[config.mk]
export PLATFORM = sky130hd
export DESIGN_NAME = pccs_rank_unit
export DESIGN_NICKNAME = d
export VERILOG_FILES = /design/src/pattern_code_coverage_set_defines.svh /design/src/pccs_pkg.sv /design/src/pccs_rank_unit.sv
export SDC_FILE = /design/constraint.sdc
export NUM_CORES = 1
export LEC_CHECK = 0
export BUFFER_PORTS_ARGS = -buffer_cell sky130_fd_sc_hd__buf_2
export CAP_MARGIN = 20
export CORE_ASPECT_RATIO = 1.25
export CORE_MARGIN = 2
export CORE_UTILIZATION = 30
export CTS_CLUSTER_DIAMETER = 100
export CTS_CLUSTER_SIZE = 30
export DETAILED_ROUTE_END_ITERATION = 16
export PLACE_DENSITY = 0.48
export SLEW_MARGIN = 20
export SYNTH_ARGS = -nofsm -noshare
export SYNTH_HDL_FRONTEND = slang
export SYNTH_SLANG_ARGS = --single-unit
[constraint.sdc]
create_clock -name i_clk -period 6.99 [get_ports i_clk]
set_input_delay 0.699 -clock i_clk [delete_from_list [all_inputs] [get_ports i_clk]]
set_output_delay 0.699 -clock i_clk [all_outputs]
set_load 0.1 [all_outputs]
[src/pattern_code_coverage_set_defines.svh]
// assertion macros for the pattern code coverage set
`ifndef PATTERN_CODE_COVERAGE_SET_DEFINES_SVH
`define PATTERN_CODE_COVERAGE_SET_DEFINES_SVH

`ifndef SYNTHESIS
// same-cycle implication, checked out of reset
`define PCCS_ASSERT_NOW(label, clk, rst_n, ante, cons) \
    label: assert property (@(posedge clk) disable iff (!rst_n) (ante) |-> (cons)) \
        else $error("pccs assertion failed");
// next-cycle implication, checked out of reset
`define PCCS_ASSERT_NEXT(label, clk, rst_n, ante, cons) \
    label: assert property (@(posedge clk) disable iff (!rst_n) (ante) |=> (cons)) \
        else $error("pccs assertion failed");
`else
`define PCCS_ASSERT_NOW(label, clk, rst_n, ante, cons)
`define PCCS_ASSERT_NEXT(label, clk, rst_n, ante, cons)
`endif

`endif

[src/pccs_pkg.sv]
`timescale 1ns / 1ps
`default_nettype none

package pccs_pkg;

    localparam int MAX_PATTERN = 8;
    localparam int VALUE_RANGE = 64;
    localparam int HIST_DEPTH  = MAX_PATTERN - 1;
    localparam int FACT_MAX    = 40320;
    localparam int MAP_WORDS   = (FACT_MAX + 63) / 64;
    localparam int MAP_ADDR_W  = $clog2(MAP_WORDS);

    localparam logic       FUNC_PUSH  = 1'b0;
    localparam logic       FUNC_CLEAR = 1'b1;
    localparam logic [3:0] LEN_RESET  = 4'd3;

    typedef struct packed {
        logic       func;
        logic [5:0] value;
    } t_in_req;

    typedef struct packed {
        logic [15:0] pattern_code;
        logic        newly_found;
        logic [15:0] distinct_count;
        logic        all_found;
    } t_out_res;

    // rank unit -> top
    typedef struct packed {
        logic        complete;
        logic [15:0] code;
    } t_rank_status;

    // top -> rank unit
    typedef struct packed {
        logic push;
        logic restart;
    } t_rank_ctrl;

    function automatic logic [3:0] pccs_eff_len(input logic [3:0] len);
        logic [3:0] k;
        k = len;
        if (k < 4'd2) k = 4'd2;
        if (k > 4'(MAX_PATTERN)) k = 4'(MAX_PATTERN);
        return k;
    endfunction

    function automatic logic [15:0] pccs_fact(input logic [3:0] k);
        logic [15:0] f;
        case (k)
            4'd2:    f = 16'd2;
            4'd3:    f = 16'd6;
            4'd4:    f = 16'd24;
            4'd5:    f = 16'd120;
            4'd6:    f = 16'd720;
            4'd7:    f = 16'd5040;
            4'd8:    f = 16'd40320;
            default: f = 16'd1;
        endcase
        return f;
    endfunction

endpackage

`default_nettype wire

[src/pccs_rank_unit.sv]
`timescale 1ns / 1ps
`default_nettype none

module pccs_rank_unit import pccs_pkg::*; (
    input  wire logic         i_clk,
    input  wire logic         i_rst_n,
    input  wire t_rank_ctrl   i_ctrl,
    input  wire logic [5:0]   i_value,
    input  wire logic [3:0]   i_len,
    output t_rank_status      o_status
);

    logic [5:0]  r_hist [HIST_DEPTH];
    logic [2:0]  r_idx;
    logic [15:0] r_code;

    logic [2:0]  idx_eff;
    logic [15:0] code_eff;
    logic [HIST_DEPTH-1:0] smaller;
    logic [2:0]  rank;
    logic [19:0] prod;
    logic [15:0] code;
    logic        complete;

    always_comb begin
        // an index at or past the length starts a fresh subsequence
        if ({1'b0, r_idx} >= i_len) begin
            idx_eff  = '0;
            code_eff = '0;
        end else begin
            idx_eff  = r_idx;
            code_eff = r_code;
        end
        for (int i = 0; i < HIST_DEPTH; i++) begin
            smaller[i] = (3'(i) < idx_eff) && (r_hist[i] < i_value);
        end
        rank     = 3'($countones(smaller));
        prod     = 20'(code_eff) * 20'({1'b0, idx_eff} + 4'd1);
        code     = prod[15:0] + 16'(rank);
        complete = ({1'b0, idx_eff} + 4'd1) == i_len;
    end

    assign o_status.complete = complete;
    assign o_status.code     = code;

    always_ff @(posedge i_clk) begin
        if (!i_rst_n) begin
            r_idx  <= '0;
            r_code <= '0;
        end else if (i_ctrl.restart) begin
            r_idx  <= '0;
            r_code <= '0;
        end else if (i_ctrl.push) begin
            if (complete) begin
                r_idx  <= '0;
                r_code <= '0;
            end else begin
                r_idx  <= idx_eff + 3'd1;
                r_code <= code;
            end
        end
    end

    // history needs no reset, only entries of this subsequence are compared
    always_ff @(posedge i_clk) begin
        if (i_ctrl.push && !i_ctrl.restart && !complete) begin
            r_hist[idx_eff] <= i_value;
        end
    end

endmodule

`default_nettype wire

==> impl_metrics.tcl <==
set metrics [dict create \
    synth_compound_area_share_pct 14.3 \
    cts_buffer_depth 2 \
    syn_inst 480 \
    post_cts_buffers 0 \
    hold_viol 0 \
    dp_hpwl_um 9380 \
    grt_first_pass_wirelength_um 20900 \
    crit_chain "buf_2 -> inv_1 -> ha_1 -> a21o_1 -> a21oi_1 -> nor2b_1 -> o21ai_0 -> nand2b_1 -> a2111oi_0 -> fa_1 -> inv_1 -> fa_1 -> inv_1 -> fa_1 -> ha_1 -> inv_1 -> fa_1 -> nor2b_1 -> o31a_1 -> o21ba_2 -> o41ai_2 -> xnor2_2 -> buf_12" \
    rsz0062_at_grt "no" \
    crit_path_max_incr_delay_ns 0.60 \
    grt_pass1_vias 4038 \
    synth_mux_area_share_pct 0.600 \
    async_reset_ff_share_pct 0 \
    holdWs_ns 0.510 \
    cap_violations 0 \
    cts_resized 0 \
    yosysUniqueCellTypes 55 \
    crit_path_end_kind "primary output" \
    first_pass_iters 5 \
    htreeDepth 3 \
    final_util_pct 36.2 \
    max_slew_margin_pct 46.6 \
    remaining_drc_errors 0 \
    placed_area_mm2 0.00560 \
    numCtsBuffers 9 \
    seq_area_mm2 0.00164 \
    synth_top_family_by_area "adder cells" \
    drv_slew 0 \
    ctsHoldBuffers 0 \
    top_layer "met4" \
    wl_met2_um 6520 \
    start_kind "input pin" \
    antenna_found_initial 0 \
    num_vias 3694 \
    ys.warnings.count 0 \
    cp_max_fo 8 \
    fin_crit_sh_pct 94.0 \
    syn_area_per_cell_um2 10.4 \
    io_buffers 30 \
    cts_tree "done" \
    clock_latency_ns 0.34 \
    io_pins 31 \
    synth-seq-area-share_pct 32.8 \
    p_leak_uw 0.00275 \
    synth_xor_area_share_pct 3.30 \
    diodes 0 \
    vias_per_cell 5.05 \
    wl_met3_um 341 \
    nets 623 \
    die_x_um 120 \
    m1WireLength_um 5320 \
    worst_pin_slew_ns 0.799 \
    fin_area_mm2 0.00589 \
    wl_per_cell_um 17.0 \
    die_h_um 148 \
    status "finished clean" \
    cpMaxStageDelayCell "a2111oi_0" \
    yosys.area_share.simple_pct 16.3 \
    multi_input_area_mm2 0.00320 \
    yosys.area_share.adder_pct 28.8 \
    area_delta_synth_final_pct 17.6 \
    worst_slack_ns 0.419 \
    rows 52 \
    grt_max_degree 29 \
    gp_congestion 0.800 \
    synth-edff-count 42 \
    powerDensity_mw_per_mm2 152 \
    start_util_pct 30.8 \
    drive_above_1_share_pct 12.4 \
    synth-seq-cells 61 \
    grtUsageTotal_pct 15.1 \
    synth_fp_nets 592 \
    critPathRequiredTime_ns 6.29 \
    cts.sinks 61 \
    hp-class "reg -> reg" \
    skew_ns 0.00726 \
    fill_cells 1677 \
    wl_um 12400 \
    die_area_mm2 0.0177 \
    place_ws_ns 0.381 \
    fin_setup_tns_ns 0 \
    cp.arrival_ns 5.87 \
    root_buffer "clkbuf_16" \
    syn_area_mm2 0.00500 \
    finalCriticalPeriod_ns 6.57 \
    crit_type "in -> out" \
    clk_pin_slew_ns 0.05 \
    setup_violations 0 \
    dr.first_iter.drc_count 194 \
    fmax_mhz 152 \
    grt.overflow.total 0 \
    core_mm2 0.0163 \
    antenna_left 0 \
    irDropWorstVdd_mv 0.0840 \
    synth_ff_type "edfxtp_1" \
]
==> synth_stat cells (2+ instances only) <==
master / number / share of area, %
and3_1: 29 / 3.6
xor2_1: 5 / 0.87
a21o_1: 13 / 1.9
and2_1: 25 / 3.1
o211ai_1: 5 / 0.75
a211oi_1: 4 / 0.60
inv_1: 24 / 1.8
buf_4: 2 / 0.30
nand3b_1: 2 / 0.30
nor2_1: 26 / 1.9
o21ai_1: 4 / 0.40
o21a_1: 6 / 0.90
o21ai_0: 13 / 1.3
a2111oi_0: 5 / 0.87
nor3b_1: 2 / 0.30
nand2_1: 28 / 2.1
buf_2: 4 / 0.40
buf_6: 2 / 0.45
edfxtp_1: 42 / 25
nand3_1: 11 / 1.1
nor2b_1: 11 / 1.4
nand2b_1: 13 / 1.6
dfxtp_1: 19 / 7.6
a22oi_1: 7 / 1.0
xnor2_1: 12 / 2.1
a21oi_1: 27 / 2.7
mux2i_1: 3 / 0.60
ha_1: 69 / 17
o211a_1: 2 / 0.40
o21bai_1: 3 / 0.45
clkbuf_1: 10 / 0.75
fa_1: 29 / 12
==> path summary, 6_finish.rpt <==
check / from / to / slack [ns] / cells past startpoint
worst max register to register: r_idx[1]$_SDFFE_PP0P_ / r_code[13]$_SDFFE_PP0P_ / 1.52 / 19
worst max-delay path: i_value[1] / o_status[14] / 0.42 / 23
worst min-delay path: r_code[12]$_SDFFE_PP0P_ / r_code[12]$_SDFFE_PP0P_ / 0.51 / 2
worst min register to register: r_code[12]$_SDFFE_PP0P_ / r_code[12]$_SDFFE_PP0P_ / 0.51 / 2
==> state kept, by name, indices dropped and copies added (netlist names) <==
signal,count
r_idx,3
r_code,16
r_hist,42
==> critical path: cells and delay by family <==
kind | cells | cell delay, ns
AO/OA/AOI/OAI | 7 | 1.91
XOR/XNOR | 1 | 0.19
adder cells (fa/ha/maj) | 6 | 2.09
buffers and inverters | 6 | 0.76
AND/OR/NAND/NOR | 3 | 0.21
==> cells in the final DEF, fill, tap and decap left out, types with 18 or more instances in the layout <==
master	Yosys	routed
a21oi_1	27	27
and2_1	25	25
and3_1	29	29
buf_2	4	18
dfxtp_1	19	19
edfxtp_1	42	42
fa_1	29	29
ha_1	69	69
inv_1	24	24
nand2_1	28	28
nor2_1	26	26
==> per-stage QoR <==
stage | std cells | power [uW]
2_1_floorplan | 480 | 443
3_3_place_gp | 716 | 467
3_5_place_dp | 716 | 469
4_1_cts | 731 | 907
5_1_grt | 731 | 929
6_report | 731 | 895
==> cells by family (layout without fill, tap and decap cells) <==
family / count (synthesis) / count (layout)
and+or+nand+nor: 152 / 152
buffers and inverters: 44 / 79
muxes: 3 / 3
DFF: 61 / 61
xor gates and xnor gates: 18 / 18
adders and majority gates: 98 / 98
AOI/OAI and AO/OA: 104 / 104
==> report_power, final <==
part | internal, uW | switching (uW)
Sequential | 389 | 0.894
Combinational | 21.8 | 49.2
Clock | 272 | 163
==> area by class of cell <==
type	count	area share, %
Multi-Input combinational cell	375	54.4
Sequential cell	61	27.9
Timing Repair Buffer	39	6.76
Tap cell	216	4.59
Clock buffer	10	3.89
Inverter	25	1.59
Clock inverter	5	0.893
==> layer usage <==
layer  track usage [%]  vias up
li1                  -     1790
met3              1.99       16
met2              26.6       58
met1              18.5     1830
met4              6.41        0
met5                 0        -
No activity file was read; power rests on OpenSTA's default activity.
